==> src/hdl/tap_tempo_averager_core_defines.svh <==
// ----------------------------------------------------------------------------
// Tap tempo averager assertion macros
// Short forms for clocked assertions with a synchronous active-low reset.
// ----------------------------------------------------------------------------
`ifndef TAP_TEMPO_AVERAGER_CORE_DEFINES_SVH
`define TAP_TEMPO_AVERAGER_CORE_DEFINES_SVH

// same-cycle implication
`define TTA_ASSERT_NOW(label, clk, rstn, ante, cons, msg) \
    label: assert property (@(posedge clk) disable iff (!rstn) (ante) |-> (cons)) \
        else $error(msg);

// next-cycle implication
`define TTA_ASSERT_NEXT(label, clk, rstn, ante, cons, msg) \
    label: assert property (@(posedge clk) disable iff (!rstn) (ante) |=> (cons)) \
        else $error(msg);

`endif

==> src/hdl/ttavg_pkg.sv <==
// ----------------------------------------------------------------------------
// Tap tempo averager package
// Shared constants, types and the sequencer control store.
// ----------------------------------------------------------------------------
package ttavg_pkg;

    localparam int SUM_W         = 32;     // running sum and divider numerator
    localparam int MS_PER_MINUTE = 60000;
    localparam int FRAC_ITERS    = 5;      // quotient of 20*r/n stays below 32
    localparam int DIV_CNT_W     = 6;      // holds up to SUM_W iterations
    localparam int STEP_W        = 4;

    localparam logic [7:0] CEILING_RESET = 8'd220;

    // control store addresses
    localparam logic [STEP_W-1:0] ST_DISPATCH    = 4'd0;
    localparam logic [STEP_W-1:0] ST_CHECK_FIRST = 4'd1;
    localparam logic [STEP_W-1:0] ST_DIV_TEMPO   = 4'd2;
    localparam logic [STEP_W-1:0] ST_WAIT_TEMPO  = 4'd3;
    localparam logic [STEP_W-1:0] ST_TEMPO       = 4'd4;
    localparam logic [STEP_W-1:0] ST_ACCUM       = 4'd5;
    localparam logic [STEP_W-1:0] ST_DIV_SUM     = 4'd6;
    localparam logic [STEP_W-1:0] ST_WAIT_SUM    = 4'd7;
    localparam logic [STEP_W-1:0] ST_DIV_FRAC    = 4'd8;
    localparam logic [STEP_W-1:0] ST_WAIT_FRAC   = 4'd9;
    localparam logic [STEP_W-1:0] ST_COMPARE     = 4'd10;
    localparam logic [STEP_W-1:0] ST_REPORT      = 4'd11;
    localparam logic [STEP_W-1:0] ST_FIRST       = 4'd12;
    localparam logic [STEP_W-1:0] ST_CLEAR       = 4'd13;

    typedef enum logic [3:0] {
        OP_NOP        = 4'd0,
        OP_LOAD_TEMPO = 4'd1,
        OP_TEMPO      = 4'd2,
        OP_ACCUM      = 4'd3,
        OP_LOAD_SUM   = 4'd4,
        OP_LOAD_FRAC  = 4'd5,
        OP_COMPARE    = 4'd6,
        OP_REPORT     = 4'd7,
        OP_FIRST      = 4'd8,
        OP_CLEAR      = 4'd9
    } op_t;

    typedef enum logic [1:0] {
        COND_NEVER      = 2'd0,
        COND_FUNC       = 2'd1,
        COND_COUNT_ZERO = 2'd2,
        COND_DIV_BUSY   = 2'd3
    } cond_t;

    typedef enum logic [2:0] {
        STATUS_FIRST    = 3'd0,
        STATUS_ACCEPTED = 3'd1,
        STATUS_WARN     = 3'd2,
        STATUS_RESTART  = 3'd3,
        STATUS_CLEARED  = 3'd4
    } status_t;

    typedef struct packed {
        op_t               op;
        cond_t             cond;
        logic [STEP_W-1:0] target;
        logic              last;   // program ends after this step
        logic              emit;   // step writes the output register
    } uword_t;

    typedef struct packed {
        logic                 start;
        logic [DIV_CNT_W-1:0] iters;
    } div_ctl_t;

    function automatic uword_t ucode_word(input logic [STEP_W-1:0] step);
        uword_t w;
        w = '{op: OP_NOP, cond: COND_NEVER, target: ST_DISPATCH, last: 1'b0, emit: 1'b0};
        unique case (step)
            ST_DISPATCH: begin
                w.cond   = COND_FUNC;
                w.target = ST_CLEAR;
            end
            ST_CHECK_FIRST: begin
                w.cond   = COND_COUNT_ZERO;
                w.target = ST_FIRST;
            end
            ST_DIV_TEMPO:  w.op = OP_LOAD_TEMPO;
            ST_WAIT_TEMPO: begin
                w.cond   = COND_DIV_BUSY;
                w.target = ST_WAIT_TEMPO;
            end
            ST_TEMPO:      w.op = OP_TEMPO;
            ST_ACCUM:      w.op = OP_ACCUM;
            ST_DIV_SUM:    w.op = OP_LOAD_SUM;
            ST_WAIT_SUM: begin
                w.cond   = COND_DIV_BUSY;
                w.target = ST_WAIT_SUM;
            end
            ST_DIV_FRAC:   w.op = OP_LOAD_FRAC;
            ST_WAIT_FRAC: begin
                w.cond   = COND_DIV_BUSY;
                w.target = ST_WAIT_FRAC;
            end
            ST_COMPARE:    w.op = OP_COMPARE;
            ST_REPORT: begin
                w.op   = OP_REPORT;
                w.last = 1'b1;
                w.emit = 1'b1;
            end
            ST_FIRST: begin
                w.op   = OP_FIRST;
                w.last = 1'b1;
                w.emit = 1'b1;
            end
            ST_CLEAR: begin
                w.op   = OP_CLEAR;
                w.last = 1'b1;
                w.emit = 1'b1;
            end
            default: w.last = 1'b1;   // unused addresses end the program
        endcase
        return w;
    endfunction

endpackage

==> src/hdl/tap_tempo_averager_core.sv <==
// ----------------------------------------------------------------------------
// Tap tempo averager core
// Turns tap timestamps into a per-interval and a running average tempo.
// ----------------------------------------------------------------------------
// Usage
//   Input stream: s_tuser is the function (0 tap, 1 clear history), s_tdata
//   the millisecond timestamp of the tap. One result item leaves on the
//   output stream for every input item: m_tuser is the status code, m_tdata
//   the last tempo and average in tenths, the average in whole bpm and the
//   tap count.
//   cfg_we/cfg_wdata write the tempo ceiling in bpm; write it while idle.
// Sequencing
//   One item at a time. A clear runs the dispatch and clear steps, a first
//   tap the dispatch, check-first and first steps, up to the result
//   register. For any later tap the shared bit-serial divider runs
//   16 + FRAC_BITS steps for the tempo, 32 for the average and 5 for the
//   tenths remainder, each followed by a wait-exit step, plus 9 sequencer
//   steps from the control store.
//   s_tready is high whenever the sequencer is idle, also while a result
//   still waits in the output register.
// Reset
//   aresetn clears the tap history, the output valid and sets the ceiling to
//   220 bpm. A stalled receiver holds the result; the sequencer waits at its
//   final step until the output register is free.
// ----------------------------------------------------------------------------
`include "tap_tempo_averager_core_defines.svh"

module tap_tempo_averager_core #(
    parameter int COUNT_WIDTH = 16,
    parameter int TIME_WIDTH  = 32,
    parameter int FRAC_BITS   = 8
) (
    input  logic                               aclk,
    input  logic                               aresetn,
    // input items
    input  logic                               s_tvalid,
    output logic                               s_tready,
    input  logic [((TIME_WIDTH+7)/8)*8-1:0]    s_tdata,   // tap_time_ms, zero padded
    input  logic                               s_tuser,   // func
    // result items
    output logic                               m_tvalid,
    input  logic                               m_tready,
    output logic [47:0]                        m_tdata,   // last_bpm_tenths[11:0],
                                                          // avg_bpm_tenths[23:12],
                                                          // avg_bpm_whole[31:24],
                                                          // tap_total[47:32]
    output ttavg_pkg::status_t                 m_tuser,   // status
    // configuration
    input  logic                               cfg_we,
    input  logic [7:0]                         cfg_wdata  // bpm_ceiling
);
    import ttavg_pkg::*;

    localparam int TQ_W        = FRAC_BITS + 8;   // Q tempo, up to 255 bpm
    localparam int DEN_W       = (TIME_WIDTH > COUNT_WIDTH) ? TIME_WIDTH : COUNT_WIDTH;
    localparam int TEMPO_ITERS = 16 + FRAC_BITS;
    localparam int PROD_W      = TQ_W + COUNT_WIDTH;
    localparam int CMP_W       = ((PROD_W > SUM_W) ? PROD_W : SUM_W) + 2;
    localparam int RND_W       = SUM_W + 6;
    localparam int LRND_W      = TQ_W + 6;
    localparam int FRAC20_W    = COUNT_WIDTH + 5;

    localparam logic [SUM_W-1:0]       MS_Q      = SUM_W'(MS_PER_MINUTE) << FRAC_BITS;
    localparam logic [COUNT_WIDTH-1:0] COUNT_MAX = '1;

    // ---- sequencer ----
    logic              busy_reg, busy_next;
    logic [STEP_W-1:0] step_reg, step_next;
    uword_t            uw;
    logic              cond_true, hold, exec;

    // ---- architectural state ----
    logic [7:0]             ceiling_reg;
    logic [TIME_WIDTH-1:0]  prev_time_reg;
    logic [COUNT_WIDTH-1:0] count_reg;
    logic [SUM_W-1:0]       sum_reg;

    // ---- item latch and working registers ----
    logic                   func_reg;
    logic [TIME_WIDTH-1:0]  time_reg;
    logic [TQ_W-1:0]        tempo_reg;    // also the last interval's tempo
    logic [PROD_W-1:0]      prod_reg;
    logic [SUM_W-1:0]       qsum_reg;
    logic [COUNT_WIDTH-1:0] rsum_reg;
    logic                   restart_reg, warn_reg;

    // ---- output register ----
    logic        m_tvalid_reg;
    status_t     status_out_reg;
    logic [11:0] last_out_reg, avgt_out_reg;
    logic [7:0]  avgw_out_reg;
    logic [15:0] total_out_reg;

    // ---- divider ----
    div_ctl_t          div_ctl;
    logic [SUM_W-1:0]  div_num, div_quot;
    logic [DEN_W-1:0]  div_rem_init, div_den, div_rem;
    logic              div_busy;

    // ---- datapath wires ----
    logic [COUNT_WIDTH-1:0] n_cnt;
    logic [TIME_WIDTH-1:0]  interval;
    logic [TQ_W-1:0]        ceil_q;
    logic [FRAC20_W-1:0]    frac20;
    logic [SUM_W:0]         sum_ext;
    logic [CMP_W-1:0]       cmp_p, cmp_s;
    logic                   dev_restart, dev_warn;
    logic [RND_W-1:0]       tenths_acc, whole_acc;
    logic [LRND_W-1:0]      last_acc;
    logic                   half_up;

    assign uw       = ucode_word(step_reg);
    assign n_cnt    = count_reg - COUNT_WIDTH'(1);
    assign interval = time_reg - prev_time_reg;          // wraps modulo 2^TIME_WIDTH
    assign ceil_q   = {ceiling_reg, {FRAC_BITS{1'b0}}};
    assign sum_ext  = {1'b0, sum_reg} + (SUM_W + 1)'(tempo_reg);

    // 20 * remainder of the average division
    assign frac20 = (FRAC20_W'(div_rem[COUNT_WIDTH-1:0]) << 4)
                  + (FRAC20_W'(div_rem[COUNT_WIDTH-1:0]) << 2);

    always_comb begin
        unique case (uw.cond)
            COND_NEVER:      cond_true = 1'b0;
            COND_FUNC:       cond_true = func_reg;
            COND_COUNT_ZERO: cond_true = (count_reg == '0);
            COND_DIV_BUSY:   cond_true = div_busy;
            default:         cond_true = 1'b0;
        endcase
    end

    // emitting steps wait for a free output register
    assign hold = uw.emit && m_tvalid_reg && !m_tready;
    assign exec = busy_reg && !hold;

    always_comb begin
        busy_next = busy_reg;
        step_next = step_reg;
        if (!busy_reg) begin
            if (s_tvalid) begin
                busy_next = 1'b1;
                step_next = ST_DISPATCH;
            end
        end else if (exec) begin
            if (uw.last) begin
                busy_next = 1'b0;
                step_next = ST_DISPATCH;
            end else if (cond_true) begin
                step_next = uw.target;
            end else begin
                step_next = step_reg + STEP_W'(1);
            end
        end
    end

    always_ff @(posedge aclk) begin
        if (!aresetn) begin
            busy_reg <= 1'b0;
            step_reg <= ST_DISPATCH;
        end else begin
            busy_reg <= busy_next;
            step_reg <= step_next;
        end
    end

    // divider operand selection
    always_comb begin
        div_ctl      = '{start: 1'b0, iters: '0};
        div_num      = '0;
        div_rem_init = '0;
        div_den      = DEN_W'(n_cnt);
        if (exec) begin
            unique case (uw.op)
                OP_LOAD_TEMPO: begin
                    div_ctl.start = 1'b1;
                    div_ctl.iters = DIV_CNT_W'(TEMPO_ITERS);
                    div_num       = MS_Q << (SUM_W - TEMPO_ITERS);
                    div_den       = DEN_W'(interval);
                end
                OP_LOAD_SUM: begin
                    div_ctl.start = 1'b1;
                    div_ctl.iters = DIV_CNT_W'(SUM_W);
                    div_num       = sum_reg;
                end
                OP_LOAD_FRAC: begin
                    // upper bits of 20*r preset the remainder, 5 bits remain
                    div_ctl.start = 1'b1;
                    div_ctl.iters = DIV_CNT_W'(FRAC_ITERS);
                    div_num       = SUM_W'(frac20[FRAC_ITERS-1:0]) << (SUM_W - FRAC_ITERS);
                    div_rem_init  = DEN_W'(frac20 >> FRAC_ITERS);
                end
                default: ;
            endcase
        end
    end

    ttavg_div #(
        .DEN_W (DEN_W)
    ) u_div (
        .aclk     (aclk),
        .aresetn  (aresetn),
        .ctl      (div_ctl),
        .num      (div_num),
        .rem_init (div_rem_init),
        .den      (div_den),
        .busy     (div_busy),
        .quot     (div_quot),
        .rem      (div_rem)
    );

    // deviation tests against the exact average sum / n
    always_comb begin
        cmp_p       = CMP_W'(prod_reg);
        cmp_s       = CMP_W'(sum_reg);
        dev_restart = (cmp_p > (cmp_s << 1)) || (cmp_s > (cmp_p << 1));
        dev_warn    = ((cmp_p << 1) > ((cmp_s << 1) + cmp_s))
                   || ((cmp_s << 1) > ((cmp_p << 1) + cmp_p));
    end

    // half-up rounding: floor(20x + 2^F) >> (F+1) and floor(2x + 2^F) >> (F+1)
    always_comb begin
        half_up    = ({rsum_reg, 1'b0} >= {1'b0, n_cnt});
        tenths_acc = (RND_W'(qsum_reg) << 4) + (RND_W'(qsum_reg) << 2)
                   + RND_W'(div_quot[FRAC_ITERS-1:0]) + (RND_W'(1) << FRAC_BITS);
        whole_acc  = (RND_W'(qsum_reg) << 1) + RND_W'(half_up)
                   + (RND_W'(1) << FRAC_BITS);
        last_acc   = (LRND_W'(tempo_reg) << 4) + (LRND_W'(tempo_reg) << 2)
                   + (LRND_W'(1) << FRAC_BITS);
    end

    // configuration and tap history
    always_ff @(posedge aclk) begin
        if (!aresetn) begin
            ceiling_reg   <= CEILING_RESET;
            prev_time_reg <= '0;
            count_reg     <= '0;
            sum_reg       <= '0;
        end else begin
            if (cfg_we) begin
                ceiling_reg <= cfg_wdata;
            end
            if (exec) begin
                unique case (uw.op)
                    OP_ACCUM: begin
                        prev_time_reg <= time_reg;
                        if (count_reg != COUNT_MAX) begin
                            count_reg <= count_reg + COUNT_WIDTH'(1);
                            sum_reg   <= sum_ext[SUM_W] ? '1 : sum_ext[SUM_W-1:0];
                        end
                    end
                    OP_REPORT: begin
                        if (restart_reg) begin
                            prev_time_reg <= '0;
                            count_reg     <= '0;
                            sum_reg       <= '0;
                        end
                    end
                    OP_FIRST: begin
                        prev_time_reg <= time_reg;
                        count_reg     <= COUNT_WIDTH'(1);
                    end
                    OP_CLEAR: begin
                        prev_time_reg <= '0;
                        count_reg     <= '0;
                        sum_reg       <= '0;
                    end
                    default: ;
                endcase
            end
        end
    end

    // item latch and working registers
    always_ff @(posedge aclk) begin
        if (!busy_reg && s_tvalid) begin
            func_reg <= s_tuser;
            time_reg <= s_tdata[TIME_WIDTH-1:0];
        end
        if (exec) begin
            unique case (uw.op)
                OP_TEMPO: begin
                    // a zero interval yields an all-ones quotient and clamps
                    tempo_reg <= (div_quot > SUM_W'(ceil_q)) ? ceil_q : div_quot[TQ_W-1:0];
                end
                OP_LOAD_SUM: begin
                    prod_reg <= PROD_W'(tempo_reg) * PROD_W'(n_cnt);
                end
                OP_LOAD_FRAC: begin
                    qsum_reg <= div_quot;
                    rsum_reg <= div_rem[COUNT_WIDTH-1:0];
                end
                OP_COMPARE: begin
                    restart_reg <= dev_restart;
                    warn_reg    <= dev_warn;
                end
                default: ;
            endcase
        end
    end

    // output register
    always_ff @(posedge aclk) begin
        if (!aresetn) begin
            m_tvalid_reg <= 1'b0;
        end else if (exec && uw.emit) begin
            m_tvalid_reg <= 1'b1;
        end else if (m_tready) begin
            m_tvalid_reg <= 1'b0;
        end
    end

    always_ff @(posedge aclk) begin
        if (exec) begin
            unique case (uw.op)
                OP_REPORT: begin
                    status_out_reg <= restart_reg ? STATUS_RESTART
                                    : (warn_reg ? STATUS_WARN : STATUS_ACCEPTED);
                    last_out_reg   <= last_acc[FRAC_BITS+12:FRAC_BITS+1];
                    avgt_out_reg   <= tenths_acc[FRAC_BITS+12:FRAC_BITS+1];
                    avgw_out_reg   <= whole_acc[FRAC_BITS+8:FRAC_BITS+1];
                    total_out_reg  <= restart_reg ? 16'd0 : 16'(count_reg);
                end
                OP_FIRST: begin
                    status_out_reg <= STATUS_FIRST;
                    last_out_reg   <= '0;
                    avgt_out_reg   <= '0;
                    avgw_out_reg   <= '0;
                    total_out_reg  <= 16'd1;
                end
                OP_CLEAR: begin
                    status_out_reg <= STATUS_CLEARED;
                    last_out_reg   <= '0;
                    avgt_out_reg   <= '0;
                    avgw_out_reg   <= '0;
                    total_out_reg  <= '0;
                end
                default: ;
            endcase
        end
    end

    assign s_tready = !busy_reg;
    assign m_tvalid = m_tvalid_reg;
    assign m_tdata  = {total_out_reg, avgw_out_reg, avgt_out_reg, last_out_reg};
    assign m_tuser  = status_out_reg;

    // ---- assertions ----
    `TTA_ASSERT_NEXT(a_accept_starts, aclk, aresetn, s_tvalid && s_tready,
        busy_reg && (step_reg == ST_DISPATCH), "accepted item did not start the program")
    `TTA_ASSERT_NOW(a_sum_empty, aclk, aresetn, count_reg <= COUNT_WIDTH'(1),
        sum_reg == '0, "tempo sum nonzero without a counted interval")
    `TTA_ASSERT_NOW(a_div_idle, aclk, aresetn, !busy_reg, !div_busy,
        "divider still running while sequencer is idle")

endmodule

==> src/hdl/ttavg_div.sv <==
// ----------------------------------------------------------------------------
// Tap tempo averager divider
// Restoring divider, one quotient bit per cycle, with a preset remainder.
// ----------------------------------------------------------------------------
module ttavg_div #(
    parameter int DEN_W = 32
) (
    input  logic                       aclk,
    input  logic                       aresetn,
    input  ttavg_pkg::div_ctl_t        ctl,
    input  logic [ttavg_pkg::SUM_W-1:0] num,      // low bits, top aligned
    input  logic [DEN_W-1:0]           rem_init,  // upper numerator bits, < den
    input  logic [DEN_W-1:0]           den,
    output logic                       busy,
    output logic [ttavg_pkg::SUM_W-1:0] quot,
    output logic [DEN_W-1:0]           rem
);
    import ttavg_pkg::*;

    logic [DIV_CNT_W-1:0] cnt_reg, cnt_next;
    logic [SUM_W-1:0]     num_reg, quot_reg;
    logic [DEN_W-1:0]     rem_reg, den_reg;
    logic [DEN_W:0]       trial, diff;
    logic                 fits;

    always_comb begin
        trial = {rem_reg, num_reg[SUM_W-1]};
        diff  = trial - {1'b0, den_reg};
        fits  = (trial >= {1'b0, den_reg});
        cnt_next = cnt_reg;
        if (ctl.start) begin
            cnt_next = ctl.iters;
        end else if (cnt_reg != '0) begin
            cnt_next = cnt_reg - DIV_CNT_W'(1);
        end
    end

    always_ff @(posedge aclk) begin
        if (!aresetn) begin
            cnt_reg <= '0;
        end else begin
            cnt_reg <= cnt_next;
        end
    end

    always_ff @(posedge aclk) begin
        if (ctl.start) begin
            num_reg  <= num;
            rem_reg  <= rem_init;
            den_reg  <= den;
            quot_reg <= '0;
        end else if (cnt_reg != '0) begin
            num_reg  <= {num_reg[SUM_W-2:0], 1'b0};
            rem_reg  <= fits ? diff[DEN_W-1:0] : trial[DEN_W-1:0];
            quot_reg <= {quot_reg[SUM_W-2:0], fits};
        end
    end

    assign busy = (cnt_reg != '0);
    assign quot = quot_reg;
    assign rem  = rem_reg;

endmodule

==> config.mk <==
export PLATFORM = sky130hd
export DESIGN_NAME = tap_tempo_averager_core
export DESIGN_NICKNAME = d
export VERILOG_FILES = /design/src/hdl/ttavg_pkg.sv /design/src/hdl/tap_tempo_averager_core.sv /design/src/hdl/ttavg_div.sv
export VERILOG_INCLUDE_DIRS = /design/src /design/src/hdl
export SDC_FILE = /design/constraint.sdc
export NUM_CORES = 2
export LEC_CHECK = 0
export ABC_AREA = 1
export BUFFER_PORTS_ARGS = -buffer_cell sky130_fd_sc_hd__buf_2
export CELL_PAD_IN_SITES_DETAIL_PLACEMENT = 0
export CELL_PAD_IN_SITES_GLOBAL_PLACEMENT = 1
export CORE_ASPECT_RATIO = 1.25
export CORE_MARGIN = 3
export CORE_UTILIZATION = 52
export CTS_CLUSTER_DIAMETER = 100
export DETAILED_ROUTE_END_ITERATION = 8
export HOLD_SLACK_MARGIN = 0.03
export PLACE_DENSITY_LB_ADDON = 0.1
export SYNTH_ARGS = -nofsm -noshare
export SYNTH_HDL_FRONTEND = slang
export SYNTH_SLANG_ARGS = --single-unit
export TNS_END_PERCENT = 20
==> constraint.sdc <==
create_clock -name aclk -period 9.8 [get_ports aclk]
set_input_delay 0 -clock aclk [delete_from_list [all_inputs] [get_ports aclk]]
set_output_delay 0 -clock aclk [all_outputs]
set_load 0.02 [all_outputs]
==> results_dict.tcl <==
set metrics [dict create \
    worstPathMaxFanout 14 \
    finalInstanceArea_mm2 0.0416 \
    seq_area_frac_synth 0.266 \
    grt_pass1_vias 33600 \
    cap_violations 0 \
    grt_max_degree 79 \
    cts_buffers 44 \
    grt-ovfl-total 0 \
    synthFlopType "edfxtp_1" \
    slew_viol_final 0 \
    crit_path_start_kind "flip-flop" \
    vias 34000 \
    min_from "s_tdata[9]" \
    reg2reg_from "count_reg[0]" \
    cts_root_buffer "clkbuf_16" \
    ios 99 \
    rows 110 \
    fin_crit_sh 0.832 \
    drtIter0Drc 1993 \
    skew_ps 29.7 \
    netlist_area_mm2 0.0380 \
    core_area_mm2 0.0723 \
    r2r_cells 33 \
    hold_viol_final 0 \
    grt_pass1_wl_mm 183 \
    dpl_cell_area_mm2 0.0394 \
    detail_route.wl_per_cell_um 19.3 \
    setup_viol 0 \
    synth_enable_flop_cells 249 \
    dp_hpwl_mm 92.4 \
    clk_latency_ps 600 \
    holdPathEnd "time_reg[9]" \
    fin_crit_ps 8150 \
    startpoint "count_reg[0]" \
    layout-drive-gt1-share 0.0516 \
    grt_setup_unrepaired "false" \
    cts_sinks 381 \
    h-tree-depth 2 \
    gp_congestion 0.939 \
    slowest_delay_ps 720 \
    crit_family "adder cells" \
    netlist_top_cells_count "1069 x nand2_1, 759 x inv_1, 484 x nor2_1" \
    holdPathStages 2 \
    syn_inst 4980 \
    diodes 0 \
    synthDistinctLibCells 63 \
    path_buf_inv 8 \
    cts_buffer_depth 3 \
    portBuffers 98 \
    antenna_found_initial 1 \
    clkTransAtPathRegs_ps 60 \
    grt_usage 0.308 \
    synth_top_area_cell "edfxtp_1" \
    avgViaCountPerCell 5.57 \
    die_y_um 308 \
    ant_nets 0 \
    fin_nets 5809 \
    r2r_setup_slack_ps 1650 \
    drc 0 \
    fmax_ghz 0.123 \
    yosysMostFrequentCell "nand2_1" \
    area_delta_synth_final_pct 9.26 \
    cp.arrival_ps 8500 \
    status "finished, final reports clean" \
    dr.pass1.iters 7 \
    cp_data_required_time_ps 10150 \
    hold_class "input pin to flip-flop" \
    final_cells 6090 \
    rr_endpoint "prod_reg[28]" \
    synth_top_area_frac 0.197 \
    dieArea_mm2 0.0764 \
    avgSynthCellArea_um2 7.64 \
    cts_tree "yes" \
    cp-end-kind "flip-flop" \
    critPathSlowestCell "dfxtp_1" \
    cp_common_cell "nand2_1" \
    async_flop_share 0 \
    dieWidth_um 248 \
    slew_headroom 0.203 \
    critPathKind "flip-flop to flip-flop" \
    routed_wl_mm 118 \
    dp_cells 5947 \
    yosys_register_bits 381 \
    synthTopCellsByArea "edfxtp_1 20%, ha_1 15%, fa_1 11%, nand2_1 11%, inv_1 7.5%" \
    syn-num-nets 5687 \
    start_util 0.526 \
    tightest_slew_ps 1200 \
    setup_tns_ps 0 \
    synth_warnings 0 \
]
-- through the flow --
step | utilization | hold slack [ps] | setup WS, ps
global route | 0.575 | 78.8 | 1110
finish | 0.575 | 110 | 1650
global placement | 0.545 | 177 | 1910
CTS | 0.575 | 66.5 | 1680
detailed placement | 0.545 | 178 | 1680
floorplan | - | 98.9 | 3110
-- logic make-up (layout without fill, tap and decap cells) --
| family | count (synthesis) | in the layout | synth area share |
|---|---|---|---|
| flops | 381 | 381 | 0.266 |
| fa+ha+maj | 661 | 661 | 0.257 |
| buf+inv | 888 | 1046 | 0.0904 |
| xor+xnor | 161 | 161 | 0.0371 |
| compound gates | 899 | 899 | 0.130 |
| simple gates | 1990 | 1990 | 0.219 |
-- worst max path at each step --
| stage | end | slack [ps] | depth (start not counted) |
|---|---|---|---|
| 3_5_place_dp | prod_reg[28] | 1680 | 33 |
| 6_report | prod_reg[28] | 1650 | 33 |
| 3_3_place_gp | prod_reg[29] | 1910 | 33 |
| 2_1_floorplan | prod_reg[29] | 3110 | 30 |
| 5_1_grt | prod_reg[28] | 1110 | 33 |
| 4_1_cts | prod_reg[28] | 1680 | 33 |
-- layout make-up --
| type | count | area [um^2] |
|---|---|---|
| inverter | 785 | 2950 |
| multi-input combinational | 3711 | 24500 |
| fill | 7010 | 30700 |
| sequential | 381 | 10100 |
| clock inverter | 23 | 279 |
| timing repair buffer | 179 | 1250 |
| clock buffer | 59 | 1270 |
| tap | 952 | 1190 |
-- layout by cell type (no fill, tap or decap), types with 18 or more instances in the layout --
cell type / count
a21o_1: 27
a21oi_1: 432
buf_2: 98
buf_4: 20
clkbuf_16: 47
dfxtp_1: 132
dlygate4sd3_1: 61
edfxtp_1: 249
fa_1: 201
ha_1: 460
inv_1: 758
nand2_1: 1069
nand3_1: 245
nand4_1: 47
nor2_1: 481
nor3_1: 57
nor4_1: 18
o21ai_0: 266
o21bai_1: 36
o22ai_1: 38
xnor2_1: 65
xor2_1: 96
-- per-layer routing --
layer | GRT usage | share of wire | vias to the layer above | routed length [um]
met4 | 0.106 | 0.038 | 2 | 4510
met1 | 0.393 | 0.42 | 16000 | 49100
li1 | - | - | 16600 | -
met2 | 0.532 | 0.48 | 1037 | 56600
met5 | 0 | 0.00010 | - | 12
met3 | 0.0455 | 0.062 | 236 | 7320
-- timing repair --
item                                    4_1_cts  5_1_grt
buffers inserted                              0        0
endpoints found under the setup margin        0        0
hold buffers                                 61        0
endpoints found under the hold margin        72        0
gates resized for setup                       0        0
Power is left out: the tool's default activity adds up to more than one toggle a clock period on the data nets, which glitch-free logic cannot reach.
